==> src/rtl/core/rlw_pkg.sv <==
`default_nettype none
// ----------------------------------------------------------------------------
// rlw_pkg
// Shared types, codes and constants of the recursive lock with watchdog.
// ----------------------------------------------------------------------------
package rlw_pkg;

	localparam int unsigned DEPTH_W   = 8;
	localparam int unsigned COUNT_W   = 32;
	localparam int unsigned STAMP_W   = 64;
	localparam int unsigned LIMIT_W   = 48;

	localparam int unsigned DEPTH_MAX_DEFAULT = 255;

	localparam logic [COUNT_W-1:0] COUNT_MAX   = {COUNT_W{1'b1}};
	localparam logic [LIMIT_W-1:0] LIMIT_RESET = LIMIT_W'(64'd2000000 * 64'd3000);

	// Operation codes of an input item.
	typedef enum logic {
		OP_ACQUIRE = 1'b0,
		OP_RELEASE = 1'b1
	} op_t;

	// Result status codes.
	typedef enum logic [2:0] {
		ST_FRESH   = 3'd0,
		ST_RECURSE = 3'd1,
		ST_BUSY    = 3'd2,
		ST_FULL    = 3'd3,
		ST_NESTED  = 3'd4,
		ST_FREED   = 3'd5,
		ST_RELERR  = 3'd6
	} status_t;

	// One result item.
	typedef struct packed {
		logic                granted;
		status_t             status;
		logic                owner_cpu;
		logic                lock_held;
		logic [DEPTH_W-1:0]  lock_depth;
		logic                watchdog_alarm;
		logic                engaged_event;
		logic [COUNT_W-1:0]  acquisitions;
		logic [COUNT_W-1:0]  contentions;
	} result_t;

	// Saturating increment of a counter.
	function automatic logic [COUNT_W-1:0] sat_inc(input logic [COUNT_W-1:0] v);
		return (v == COUNT_MAX) ? v : v + COUNT_W'(1);
	endfunction

endpackage
`default_nettype wire

==> src/rtl/core/recursive_lock_with_watchdog.sv <==
`default_nettype none
// ----------------------------------------------------------------------------
// recursive_lock_with_watchdog
// Two-CPU recursive lock with spin watchdog and per-CPU counters.
// ----------------------------------------------------------------------------
// Each request is registered, evaluated against the lock state and its result
// registered; a result is presented on the output from the result register. One
// request is accepted every cycle while the input does not stall. The only limit on
// throughput is the output register: while a result waits and the request
// register is full, the input stalls. The watchdog limit may be written at
// any time the block is idle; the configuration port is always ready.
module recursive_lock_with_watchdog import rlw_pkg::*; #(
	parameter int unsigned DEPTH_MAX = DEPTH_MAX_DEFAULT
) (
	input  wire logic                clk,
	input  wire logic                arst_n,
	input  wire logic                in_valid,
	output logic                     in_ready,
	input  wire logic                operation,
	input  wire logic                cpu,
	input  wire logic [STAMP_W-1:0]  now,
	output logic                     out_valid,
	input  wire logic                out_ready,
	output logic                     granted,
	output logic [2:0]               status,
	output logic                     owner_cpu,
	output logic                     lock_held,
	output logic [DEPTH_W-1:0]       lock_depth,
	output logic                     watchdog_alarm,
	output logic                     engaged_event,
	output logic [COUNT_W-1:0]       acquisitions,
	output logic [COUNT_W-1:0]       contentions,
	input  wire logic                cfg_valid,
	output logic                     cfg_ready,
	input  wire logic [LIMIT_W-1:0]  cfg_data
);

	logic                valid_s1;
	op_t                 op_s1;
	logic                cpu_s1;
	logic [STAMP_W-1:0]  now_s1;
	logic                out_valid_q;
	result_t             res_q;
	result_t             res;
	logic [LIMIT_W-1:0]  limit_q;
	logic                advance, fire, take;

	// Handshake control.
	assign advance   = !out_valid_q || out_ready;
	assign fire      = valid_s1 && advance;
	assign in_ready  = !valid_s1 || advance;
	assign take      = in_valid && in_ready;
	assign cfg_ready = 1'b1;

	// Watchdog limit register.
	always_ff @(posedge clk or negedge arst_n) begin
		if (!arst_n) begin
			limit_q <= LIMIT_RESET;
		end else if (cfg_valid) begin
			limit_q <= cfg_data;
		end
	end

	// Request register.
	always_ff @(posedge clk or negedge arst_n) begin
		if (!arst_n) begin
			valid_s1 <= 1'b0;
		end else if (take) begin
			valid_s1 <= 1'b1;
		end else if (fire) begin
			valid_s1 <= 1'b0;
		end
	end

	always_ff @(posedge clk) begin
		if (take) begin
			op_s1  <= op_t'(operation);
			cpu_s1 <= cpu;
			now_s1 <= now;
		end
	end

	rlw_engine #(
		.DEPTH_MAX(DEPTH_MAX)
	) u_engine (
		.clk   (clk),
		.arst_n(arst_n),
		.fire  (fire),
		.op    (op_s1),
		.cpu   (cpu_s1),
		.now   (now_s1),
		.limit (limit_q),
		.res   (res)
	);

	// Result register.
	always_ff @(posedge clk or negedge arst_n) begin
		if (!arst_n) begin
			out_valid_q <= 1'b0;
		end else if (fire) begin
			out_valid_q <= 1'b1;
		end else if (out_ready) begin
			out_valid_q <= 1'b0;
		end
	end

	always_ff @(posedge clk) begin
		if (fire) begin
			res_q <= res;
		end
	end

	// Result fields.
	assign out_valid      = out_valid_q;
	assign granted        = res_q.granted;
	assign status         = res_q.status;
	assign owner_cpu      = res_q.owner_cpu;
	assign lock_held      = res_q.lock_held;
	assign lock_depth     = res_q.lock_depth;
	assign watchdog_alarm = res_q.watchdog_alarm;
	assign engaged_event  = res_q.engaged_event;
	assign acquisitions   = res_q.acquisitions;
	assign contentions    = res_q.contentions;

	// The input stalls only behind a full request register and a held result.
	a_stall_cause: assert property (@(posedge clk) disable iff (!arst_n)
		!in_ready |-> valid_s1 && out_valid_q && !out_ready)
		else $error("input stalled without a held result");

	// A request that is not evaluated stays in its register.
	a_request_kept: assert property (@(posedge clk) disable iff (!arst_n)
		valid_s1 && !advance |=> valid_s1 && $stable(now_s1))
		else $error("waiting request was lost");

endmodule
`default_nettype wire

==> src/rtl/core/rlw_engine.sv <==
`default_nettype none
// ----------------------------------------------------------------------------
// rlw_engine
// Lock state and its combinational update for one request.
// ----------------------------------------------------------------------------
module rlw_engine import rlw_pkg::*; #(
	parameter int unsigned DEPTH_MAX = DEPTH_MAX_DEFAULT
) (
	input  wire logic                clk,
	input  wire logic                arst_n,
	input  wire logic                fire,
	input  wire op_t                 op,
	input  wire logic                cpu,
	input  wire logic [STAMP_W-1:0]  now,
	input  wire logic [LIMIT_W-1:0]  limit,
	output result_t                  res
);

	localparam logic [DEPTH_W-1:0] DEPTH_TOP = DEPTH_W'(DEPTH_MAX);

	logic                held_q, owner_q, alarm_fired_q, seen_q;
	logic [DEPTH_W-1:0]  rec_q;
	logic [COUNT_W-1:0]  acq_q [2];
	logic [COUNT_W-1:0]  cont_q [2];
	logic                spin_q [2];
	logic [STAMP_W-1:0]  start_q [2];

	logic                held_d, owner_d, alarm_fired_d, seen_d;
	logic [DEPTH_W-1:0]  rec_d;
	logic [COUNT_W-1:0]  acq_d [2];
	logic [COUNT_W-1:0]  cont_d [2];
	logic                spin_d [2];
	logic [STAMP_W-1:0]  start_d [2];
	status_t             status;
	logic                alarm, engaged;
	logic [STAMP_W-1:0]  spin_base, elapsed;

	// Spin time of the requester; a first refusal measures from now.
	assign spin_base = spin_q[cpu] ? start_q[cpu] : now;
	assign elapsed   = now - spin_base;

	// Next state for the request.
	always_comb begin
		held_d        = held_q;
		owner_d       = owner_q;
		rec_d         = rec_q;
		acq_d         = acq_q;
		cont_d        = cont_q;
		spin_d        = spin_q;
		start_d       = start_q;
		alarm_fired_d = alarm_fired_q;
		seen_d        = seen_q;
		alarm         = 1'b0;
		engaged       = 1'b0;
		status        = ST_RELERR;
		case (op)
			OP_ACQUIRE: begin
				if (held_q && owner_q == cpu) begin
					if (rec_q >= DEPTH_TOP) begin
						status = ST_FULL;
					end else begin
						rec_d  = rec_q + DEPTH_W'(1);
						status = ST_RECURSE;
					end
				end else if (!held_q) begin
					held_d      = 1'b1;
					owner_d     = cpu;
					rec_d       = DEPTH_W'(1);
					acq_d[cpu]  = sat_inc(acq_q[cpu]);
					if (spin_q[cpu]) begin
						cont_d[cpu] = sat_inc(cont_q[cpu]);
					end
					spin_d[cpu] = 1'b0;
					// The requester's count is nonzero now; the other decides.
					if (!seen_q && acq_q[~cpu] != '0) begin
						seen_d  = 1'b1;
						engaged = 1'b1;
					end
					status = ST_FRESH;
				end else begin
					spin_d[cpu]  = 1'b1;
					start_d[cpu] = spin_base;
					if (!alarm_fired_q && elapsed >= {{(STAMP_W-LIMIT_W){1'b0}}, limit}) begin
						alarm_fired_d = 1'b1;
						alarm         = 1'b1;
					end
					status = ST_BUSY;
				end
			end
			OP_RELEASE: begin
				if (!held_q || owner_q != cpu || rec_q == '0) begin
					status = ST_RELERR;
				end else begin
					rec_d = rec_q - DEPTH_W'(1);
					if (rec_q == DEPTH_W'(1)) begin
						held_d  = 1'b0;
						owner_d = 1'b0;
						status  = ST_FREED;
					end else begin
						status = ST_NESTED;
					end
				end
			end
			default: begin
				status = ST_RELERR;
			end
		endcase
	end

	// Result as seen after the request.
	always_comb begin
		res.granted        = held_d && (owner_d == cpu);
		res.status         = status;
		res.owner_cpu      = held_d ? owner_d : 1'b0;
		res.lock_held      = held_d;
		res.lock_depth     = rec_d;
		res.watchdog_alarm = alarm;
		res.engaged_event  = engaged;
		res.acquisitions   = acq_d[cpu];
		res.contentions    = cont_d[cpu];
	end

	// Lock state registers.
	always_ff @(posedge clk or negedge arst_n) begin
		if (!arst_n) begin
			held_q        <= 1'b0;
			owner_q       <= 1'b0;
			rec_q         <= '0;
			acq_q         <= '{default: '0};
			cont_q        <= '{default: '0};
			spin_q        <= '{default: 1'b0};
			start_q       <= '{default: '0};
			alarm_fired_q <= 1'b0;
			seen_q        <= 1'b0;
		end else if (fire) begin
			held_q        <= held_d;
			owner_q       <= owner_d;
			rec_q         <= rec_d;
			acq_q         <= acq_d;
			cont_q        <= cont_d;
			spin_q        <= spin_d;
			start_q       <= start_d;
			alarm_fired_q <= alarm_fired_d;
			seen_q        <= seen_d;
		end
	end

	// The lock is held exactly while its depth is nonzero.
	a_held_depth: assert property (@(posedge clk) disable iff (!arst_n)
		held_q == (rec_q != '0))
		else $error("lock held flag and depth disagree");

	// The alarm pulses only before it has ever fired.
	a_alarm_once: assert property (@(posedge clk) disable iff (!arst_n)
		fire && res.watchdog_alarm |=> alarm_fired_q && $rose(alarm_fired_q))
		else $error("watchdog alarm fired more than once");

	// The engaged flag rises only on a fresh grant.
	a_engaged_grant: assert property (@(posedge clk) disable iff (!arst_n)
		$rose(seen_q) |-> $past(fire && op == OP_ACQUIRE && !held_q))
		else $error("engaged flag rose outside a fresh grant");

endmodule
`default_nettype wire
==> config.mk <==
export PLATFORM = sky130hd
export DESIGN_NAME = recursive_lock_with_watchdog
export DESIGN_NICKNAME = d
export VERILOG_FILES = /design/src/rtl/core/rlw_pkg.sv /design/src/rtl/core/recursive_lock_with_watchdog.sv /design/src/rtl/core/rlw_engine.sv
export SDC_FILE = /design/constraint.sdc
export NUM_CORES = 1
export LEC_CHECK = 0
export BUFFER_PORTS_ARGS = -buffer_cell sky130_fd_sc_hd__buf_2
export CAP_MARGIN = 5
export CORE_ASPECT_RATIO = 2
export CORE_MARGIN = 2
export CORE_UTILIZATION = 45
export CTS_CLUSTER_DIAMETER = 50
export CTS_CLUSTER_SIZE = 28
export DETAILED_ROUTE_END_ITERATION = 7
export PLACE_DENSITY_LB_ADDON = 0.05
export SLEW_MARGIN = 10
export SYNTH_ARGS = -nofsm -noshare
export SYNTH_HDL_FRONTEND = slang
export SYNTH_SLANG_ARGS = --single-unit
==> constraint.sdc <==
create_clock -name clk -period 18.1 [get_ports clk]
set_clock_uncertainty 0.1 [all_clocks]
set_input_delay 1.81 -clock clk [delete_from_list [all_inputs] [get_ports clk]]
set_output_delay 1.81 -clock clk [all_outputs]
set_load 0.01 [all_outputs]
After elaboration in Yosys (flattened, before gate mapping)
Index checks and enable logic that the tools add are counted.
- word-level logic and storage cells: 146
- bits in registers: 466
- input port bits: 119
- output and inout bits: 83
- add/subtract/negate cells: 5
- eq/ne operators: 6
- bitwise operators: 9
- order comparisons: 5
- reductions and logical operators: 26
- mux-type cells: 67
- operator list (operator ; number):
    $mux W64 ; 12
    $mux W32 ; 18
    $bwmux W128 ; 1
    $bwmux W64 ; 2
    $add A32 B1 Y32 const B ; 2
    $demux W64 S1 ; 1
    $eq A32 B32 Y1 const B ; 2
    $ge A64 B48 Y1 ; 1
    $sub A64 B64 Y64 ; 1
    $demux W32 S1 ; 1
    $mux W8 ; 4
    $reduce_bool A32 Y1 ; 1
    $mux W1 ; 18
    $pmux W8 S2 ; 1
    $reduce_and A5 Y1 ; 2
    $add A8 B1 Y8 const B ; 1
    $eq A8 B1 Y1 const B ; 1
    $ge A8 B8 Y1 const B ; 1
    $logic_not A8 Y1 ; 1
    $sub A8 B1 Y8 const B ; 1
    $logic_and A1 B1 Y1 ; 7
    $mux W2 ; 3
    $mux W3 ; 2
    $pmux W3 S2 ; 1
    17 further kinds ; 33

Longest topological paths before layout
Gate-level depths: netlist of the first run.
- depth in word-level cells: 14
- mapped depth: 36
- gate-level depth less buffers: 29

Hierarchy
Synthesis of the first run repeated with hierarchy kept, for this count alone.
- cells, all modules: 2769
- area total of the unflattened synthesis: 26714.4 um2
- modules (own cells, without submodules) (module ; area an instance (um2) ; sequential area each (um2) ; times used ; cells each):
    rlw_engine ; 20354.5 ; 6756.5 ; 1 ; 2512
    recursive_lock_with_watchdog ; 6359.8 ; 5650.4 ; 1 ; 257

Worst setup path before layout of the first run
Ideal clock, no wire load.
- path type: register -> register
- start: reg cpu_s1
- end: reg res_q (netlist bit watchdog_alarm) (data pin)
- cell stages (with the launch flop): 36
- arrival time: 6775 ps
- setup slack: 10957 ps
- required time: 17733 ps
- path buffers: 7
- library setup time: 267 ps
- period minus slack after synthesis: 7143 ps
- cells stage by stage: edfxtp_1 > buf_4 > buf_4 > buf_2 > buf_4 > buf_2 > mux2i_1 > clkbuf_1 > buf_1 > a21oi_1 > inv_1 > ha_1 > inv_1 > fa_1 > a211o_1 > a21oi_1 > nor2b_1 > nor2_1 > nor3_1 > a31oi_1 > o21ai_0 > a21oi_1 > o21ai_0 > xor2_1 > ha_1 > o21ai_0 > nor2_1 > nor3_1 > nor2_1 > nor4_1 > o41ai_1 > a311o_1 > nor4_1 > nand4_1 > nor4_1 > nor4_1
- cells in the longest elaborated chain, start to end: 9
- elaborated cells between the ends (all ways): 15
- classes of those cells: add/sub (1); order compare (1); eq/ne (1); mux (8); bitwise (1); reduce/logical (3)
- RTL lines (item ; line ; RTL):
    start: declaration ; recursive_lock_with_watchdog.sv:40 ; logic cpu_s1;
    start signal: assignment ; recursive_lock_with_watchdog.sv:78 ; cpu_s1 <= cpu;
    $not A1 Y2 (implied by the code) * ; rlw_engine.sv:39 ; assign spin_base = spin_q[cpu] ? start_q[cpu] : now;
    $mux W64 (implied by the code) / $mux W1 (equally long branches) (3 in a row) ; rlw_engine.sv:39 ;
    $mux W64 * ; rlw_engine.sv:39 ;
    via u_engine.spin_base[0] ; rlw_engine.sv:36 ; logic [STAMP_W-1:0] spin_base, elapsed;
    $sub A64 B64 Y64 * ; rlw_engine.sv:40 ; assign elapsed = now - spin_base;
    $ge A64 B48 Y1 * ; rlw_engine.sv:83 ; if (!alarm_fired_q && elapsed >= {{(STAMP_W-LIMIT_W){1'b0}}, limit}) begin
    $logic_and A1 B1 Y1 * ; rlw_engine.sv:83 ;
    $mux W1 * ; rlw_engine.sv:83 ;
    end signal: assignment ; recursive_lock_with_watchdog.sv:109 ; res_q <= res;
    end: declaration ; recursive_lock_with_watchdog.sv:43 ; result_t res_q;
Mark *: on every way through the listed nets, which the timed path passes. The rest lies on a longest branch. The select of a mux whose other input is x is not followed.
A chain may end at the register's enable or synchronous reset.

Worst setup path after layout of the first run
- start: reg cpu_s1
- end: reg res_q (netlist bit watchdog_alarm) (data pin)
- cells in the longest elaborated chain, start to end: 9
- elaborated cells between the ends (all ways): 15
- classes of those cells: add/sub (1); order compare (1); eq/ne (1); mux (8); bitwise (1); reduce/logical (3)
- RTL lines (item ; line):
    $not A1 Y2 (implied by the code) ; rlw_engine.sv:39
    $mux W64 (implied by the code) / $mux W1 (equally long branches) (3 in a row) ; rlw_engine.sv:39
    $mux W64 ; rlw_engine.sv:39
    $sub A64 B64 Y64 ; rlw_engine.sv:40
    $ge A64 B48 Y1 ; rlw_engine.sv:83
    $logic_and A1 B1 Y1 ; rlw_engine.sv:83
    $mux W1 ; rlw_engine.sv:83
Parallel ways exist; a longest one is shown, timed or not. The select of a mux whose other input is x is not followed.

==> results of run 1 <==
[stage by stage]
| step | std cells | power [mW] | hold slack (ps) | utilization (%) | worst slack (ps) |
|---|---|---|---|---|---|
| after floorplan | 2900 | 2.704 | 324.4 | - | 10960 |
| after global placement | 3733 | 3.236 | 340.6 | 48.05 | 10200 |
| after detailed placement | 3733 | 3.276 | 344.9 | 48.05 | 10080 |
| after CTS | 3803 | 4.190 | 364.4 | 50.30 | 10060 |
| after global routing | 3803 | 4.475 | 390.3 | 50.30 | 9383 |
| final | 3803 | 4.164 | 361.8 | 50.30 | 10130 |
[worst max-delay path, stage by stage, from the launching register on]
cell and delay, ps:
edfxtp_1 830, mux2i_4 320, buf_4 480, buf_4 700
nor2_1 120, a21oi_1 250, ha_1 380, a21oi_1 410
o21ai_0 240, nor3b_1 280, o211ai_1 150, a21oi_1 210
o21ai_0 310, a21oi_1 460, xnor2_1 170, ha_1 280
and4_1 190, a31oi_1 160, nand3_1 90, a211oi_1 180
nand4_1 120, a311o_1 360, nor4_1 180, nand4_1 150
nor4_1 450, nor4_1 90
[layout make-up]
class                   instances  share of cell area [%]
clock buffers                  43                   3.350
clock inverters                27                   1.129
inverters                      74                  0.9475
multi-input cells            2204                   45.38
flip-flops and latches        466                   41.95
well taps                     768                   3.249
repair buffers                221                   3.993
[state kept, by name (all words and copies together), names as in the netlist, 3 cells and up, named ones only]
| name | flops |
|---|---|
| limit_q | 48 |
| u_engine.rec_q | 8 |
| u_engine.cont_q | 64 |
| u_engine.start_q | 128 |
| now_s1 | 64 |
| lock_depth | 8 |
| u_engine.acq_q | 64 |
| acquisitions | 32 |
| contentions | 32 |
| status | 3 |
[cell usage after synthesis, drive strengths merged (30+ instances only)]
master,n,share of area [%]
a21o,30,0.84
a21oi,241,4.5
nor2,274,3.9
nand4,48,1.1
dfrtp,308,29
nand2,447,6.3
clkbuf,126,1.8
ha,116,5.4
xnor2,124,4.1
buf,30,0.57
nand3,78,1.5
edfxtp,146,16
nor3,44,0.86
mux2i,110,4.1
inv,73,1.0
o21ai,283,5.3
xor2,106,3.5
[layer usage]
metal / vias to the layer above / global-route usage, %
li1: 10380 / -
met1: 10300 / 27.75
met2: 592 / 46.35
met3: 189 / 2.375
met4: 0 / 12.87
met5: - / 0
[power groups by stage]
| stage | combinational (mW) | sequential [mW] | clock (mW) |
|---|---|---|---|
| 6_report | 1.89 | 1.38 | 0.898 |
| 4_1_cts | 1.89 | 1.38 | 0.923 |
| 3_5_place_dp | 1.87 | 1.40 | 0 |
| 3_3_place_gp | 1.84 | 1.39 | 0 |
| 2_1_floorplan | 1.33 | 1.37 | 0 |
| 5_1_grt | 2.12 | 1.40 | 0.957 |
[path summary, 6_finish.rpt]
check,from,endpoint,slack (ps),cells after the start
worst min-delay path,u_engine.seen_q,u_engine.seen_q,360,1
worst min register to register,u_engine.seen_q,u_engine.seen_q,360,1
worst max register to register,cpu_s1,watchdog_alarm,10130,25
worst max-delay path,cpu_s1,watchdog_alarm,10130,25
min in group asynchronous,arst_n,u_engine.cont_q[15],1200,1
max in group asynchronous,arst_n,u_engine.acq_q[33],14220,3
[cell families after synthesis]
kind of cell    count (synthesis)  synth area share [%]
buf+inv                       230                 3.380
compound gates                686                 14.60
fa+ha+maj                     117                 5.514
xor+xnor                      230                 7.577
mux                           126                 4.801
other cells                     1               0.01405
flops                         466                 46.49
simple gates                 1044                 17.63
==> flow_metrics.py, run 1 <==
metrics = {
    "status": {
        "status": "finished, final reports clean",
    },
    "routing": {
        "wl_met3_mm": 2.629,
        "drc": 0,
        "vias": 21460,
        "drt-total-wl_mm": 76.21,
        "dr.max_layer_used": "met4",
        "wire_per_inst_um": 20.04,
        "firstDrtPassIters": 5,
        "ant_nets": 0,
        "drtIter0Drc": 1163,
        "viasPerCell": 5.642,
        "wl_met2_mm": 40.21,
        "drt-met1-wl_mm": 29.18,
    },
    "floorplanning": {
        "core-area_mm2": 0.05880,
        "io_pins": 202,
        "rows": 126,
        "dieArea_mm2": 0.06139,
        "die_y_um": 348.4,
        "die_w_um": 176.2,
        "initial_utilization_pct": 45.38,
    },
    "power_and_ir_drop": {
        "combPwrFrac_pct": 45.3,
        "p_leak_nw": 12.79,
        "vdd_drop_max_mv": 0.1096,
        "power_frac_clock_pct": 21.6,
        "power_switching_mw": 1.759,
        "seqPwrFrac_pct": 33.1,
        "power.internal_mw": 2.405,
        "power_density_mw_per_mm2": 140.8,
        "switching_share_pct": 42.23,
    },
    "clock_network": {
        "cts_buffers": 38,
        "clk_pin_slew_worst_paths_ps": 90,
        "clock_path_buffers": 3,
        "cts_resized": 0,
        "root_buffer": "clkbuf_16",
        "cts_setup_buffers": 0,
        "clk_latency_ps": 590,
        "cts_tree": "yes",
        "htreeDepth": 2,
        "cts_hold_repair.buffers": 0,
        "clkSinkCount": 466,
    },
    "layout": {
        "final_cell_mix": "447 x nand2_1, 308 x dfrtp_1, 276 x o21ai_0, 273 x nor2_1, 241 x a21oi_1",
        "mostFrequentLayoutCell": "nand2_1",
        "drive_above_1_share_pct": 11.17,
        "multi_input_area_mm2": 0.01342,
        "design_area_mm2": 0.02958,
        "fin_nets": 3241,
        "nFillCells": 5529,
        "register_area_mm2": 0.01241,
        "diodes": 0,
        "syn_to_final_growth_pct": 10.84,
    },
    "timing": {
        "setup_viol": 0,
        "max_freq_ghz": 0.1255,
        "finalHoldViolCount": 0,
        "tightest_slew_ps": 1094,
        "maxSlewHeadroom_pct": 27.03,
        "fin_crit_ps": 7966,
        "post-route-period-util_pct": 44.01,
        "slew_violations": 0,
        "rsz0062_at_grt": "no",
        "fin_tns_setup_ps": 0,
    },
    "placed_design": {
        "port-buffer-count": 200,
        "dp_hpwl_mm": 56.01,
        "gp_congestion": 0.9490,
        "placed_cell_area_mm2": 0.02825,
    },
    "critical_path": {
        "path_class": "register to register",
        "crit_required_ps": 18330,
        "arrival_ps": 8190,
        "start_kind": "register",
        "crit_fanout": 75,
        "cp-end-kind": "register",
    },
    "logic_synthesis": {
        "async_flop_share_pct": 68.67,
        "synthFlopType": "dfrtp_1",
        "synthCells": 2900,
        "ys_warn_count": 0,
        "ys_types": 82,
        "synth-edff-count": 146,
        "avgSynthCellArea_um2": 9.202,
        "syn-num-nets": 3136,
        "ys_ff_latch": 466,
        "syn_area_mm2": 0.02669,
        "ys_seq_area_share_pct": 46.49,
    },
    "grt": {
        "grt_max_degree": 175,
        "grt_pass1_vias": 21900,
        "overflow": 0,
        "antenna_found_initial": 0,
        "grt_first_pass_wirelength_mm": 120.1,
        "grt_use_total_pct": 24.89,
    },
    "hold_path": {
        "hp-class": "register to register",
    },
    "flow_run": {
        "drv_cap": 0,
    },
}
Note: power is estimated with default switching activity, not from simulation.
==> run 2, diff against run 1 <==
==> constraint.sdc (replaced) <==
create_clock -name clk -period 6.5 [get_ports clk]
set_clock_uncertainty 0.1 [all_clocks]
set_input_delay 0.65 -clock clk [delete_from_list [all_inputs] [get_ports clk]]
set_output_delay 0.65 -clock clk [all_outputs]
set_load 0.01 [all_outputs]
==> run 2 against run 1 <==
Sequential share of layout area decreased by 1.2 points. Utilization grew 1.4 points. Critical path depth up 3. Critical endpoint unchanged. Total power increased to 2.9 times the previous value. Sequential power rose to 2.8 times the previous value. Register-to-register slack worse by 9800 ps. Fmax increased by 29%. Clock power grew to 2.8 times the previous value. The flow now finishes with violations (negative hold slack). Largest cell class unchanged. Count of clock-buffer cells in the layout shrank 2. Setup slack got worse by 9800 ps.
==> flow_metrics.py, run 2 (synthesis results as in run 1) <==
metrics = {
    "timing": {
        "whs_ps": -26.63,
        "fin_tns_setup_ps": 0,
        "post-route-period-util_pct": 95.22,
        "finalHoldViolCount": 5,
        "maxSlewHeadroom_pct": 26.72,
        "tightest_slew_ps": 1099,
        "slew_violations": 0,
        "setup_viol": 0,
        "max_freq_ghz": 0.1616,
        "fin_crit_ps": 6189,
        "setup_ws_ps": 310.7,
    },
    "critical_path": {
        "startpoint": "cpu_s1",
        "crit_required_ps": 6730,
        "critPathBufInv": 5,
        "rr_startpoint": "cpu_s1",
        "arrival_ps": 6420,
        "critPathSlowestCell": "a2111oi_4",
        "crit_end": "watchdog_alarm",
        "start_kind": "register",
        "critPathTopFamily": "compound AO/OA/AOI/OAI gates",
        "reg2reg_to": "watchdog_alarm",
        "cpMostUsedCell": "buf_4",
        "path_depth": 28,
        "path_class": "register to register",
        "reg2regPathDepth": 28,
        "ff2ff_setup_slack_ps": 310,
        "max_stage_delay_ps": 430,
        "cp-end-kind": "register",
        "crit_fanout": 13,
    },
    "routing": {
        "wire_per_inst_um": 20.14,
        "firstDrtPassIters": 5,
        "drtIter0Drc": 1213,
        "vias": 21600,
        "ant_nets": 0,
        "viasPerCell": 5.578,
        "drt-total-wl_mm": 78.01,
        "drc": 0,
    },
    "power_and_ir_drop": {
        "power_mw": 12.11,
        "vdd_drop_max_mv": 0.2878,
        "combPwrFrac_pct": 47.7,
        "power_switching_mw": 5.114,
        "p_leak_nw": 13.20,
        "seqPwrFrac_pct": 31.8,
        "power_frac_clock_pct": 20.5,
        "power_density_mw_per_mm2": 397.8,
        "power.internal_mw": 6.992,
        "switching_share_pct": 42.24,
    },
    "layout": {
        "drive_above_1_share_pct": 14.49,
        "fin_nets": 3310,
        "syn_to_final_growth_pct": 14.02,
        "diodes": 0,
        "mostFrequentLayoutCell": "nand2_1",
        "largest_reg_flops": 128,
        "final_cells": 3873,
        "post-route-util_pct": 51.75,
        "nFillCells": 5593,
        "top_register": "u_engine.start_q",
        "final_cell_mix": "447 x nand2_1, 308 x dfrtp_1, 273 x nor2_1, 270 x o21ai_0, 222 x a21oi_1",
        "design_area_mm2": 0.03043,
    },
    "flow_run": {
        "drv_cap": 0,
    },
    "placed_design": {
        "gp_congestion": 0.9099,
        "dpl.cell_count": 3788,
        "port-buffer-count": 200,
        "dp_hpwl_mm": 56.53,
        "detailedPlace.worstSlack_ps": -284.3,
        "placed_cell_area_mm2": 0.02870,
    },
    "clock_network": {
        "cts_buffers": 39,
        "htreeDepth": 2,
        "cts_tree": "yes",
        "clkSinkCount": 466,
        "root_buffer": "clkbuf_16",
        "clk_latency_ps": 580,
        "clk_pin_slew_worst_paths_ps": 80,
        "cts_hold_repair.buffers": 0,
        "clock_path_buffers": 3,
    },
    "grt": {
        "overflow": 0,
        "grt_first_pass_wirelength_mm": 121.0,
        "antenna_found_initial": 1,
        "grt_use_total_pct": 25.08,
        "grt_pass1_vias": 21740,
        "grt_max_degree": 103,
    },
    "floorplanning": {
        "dieArea_mm2": 0.06139,
        "initial_utilization_pct": 45.38,
        "core-area_mm2": 0.05880,
        "io_pins": 202,
        "die_w_um": 176.2,
        "rows": 126,
        "die_y_um": 348.4,
    },
    "hold_path": {
        "hp-class": "input pin to async pin",
    },
    "status": {
        "status": "complete, but fails checks",
        "violations": "negative hold slack",
    },
}
==> run 2: layout make-up <==
class                           count  area (um^2)  share of cell area (%)
Clock buffer                       41         1005                   3.302
Inverter                           74        280.3                  0.9211
Clock inverter                     31        326.6                   1.073
Tap cell                          768        960.9                   3.158
Timing Repair Buffer              289         1779                   5.847
Sequential cell                   466        12410                   40.77
Multi-Input combinational cell   2204        13670                   44.93
==> run 2: how the worst min path moves through the flow <==
stage,startpoint,end,slack [ps],cells past startpoint
final,arst_n,u_engine.cont_q[7],-30,1
after global routing,arst_n,u_engine.cont_q[7],50,1
after CTS,arst_n,u_engine.cont_q[7],10,1
after detailed placement,u_engine.seen_q,u_engine.seen_q,350,1
after global placement,u_engine.seen_q,u_engine.seen_q,340,1
after floorplan,arst_n,async pin,250,0
==> run 2: worst register-to-register path: cells and delay by family (launching register included) <==
kind | cells | cell delay [ps]
adders and majority gates | 2 | 650
buffers and inverters | 5 | 950
xor gates and xnor gates | 1 | 140
DFF | 1 | 320
muxes | 1 | 400
AOI/OAI and AO/OA | 7 | 1720
and+or+nand+nor | 12 | 1640
==> run 2: timing repair <==
item / 4_1_cts / 5_1_grt
resized for setup: 6 / 49
gates cloned: 0 / 4
endpoints found under the setup margin: 2 / 2
buffers inserted: 2 / 7
pin swaps: 0 / 9
==> run 2: layer usage <==
layer  up-vias  GRT usage [%]  routed length [um]  share of wire (%)
met5         -              0                   0                  0
met4         0          10.88                3697                4.7
met3       158          2.527                3011                3.9
met2       534          46.08               40490                 52
met1     10400          29.30               30800                 39
li1      10510              -                   -                  -
==> run 2: power by group through the flow <==
stage	Sequential [mW]	Clock, mW	Combinational [mW]
after floorplan	3.82	0	3.73
after global routing	3.90	2.66	6.40
after global placement	3.88	0	5.43
final	3.85	2.48	5.77
after detailed placement	3.90	0	5.49
after CTS	3.85	2.58	5.55
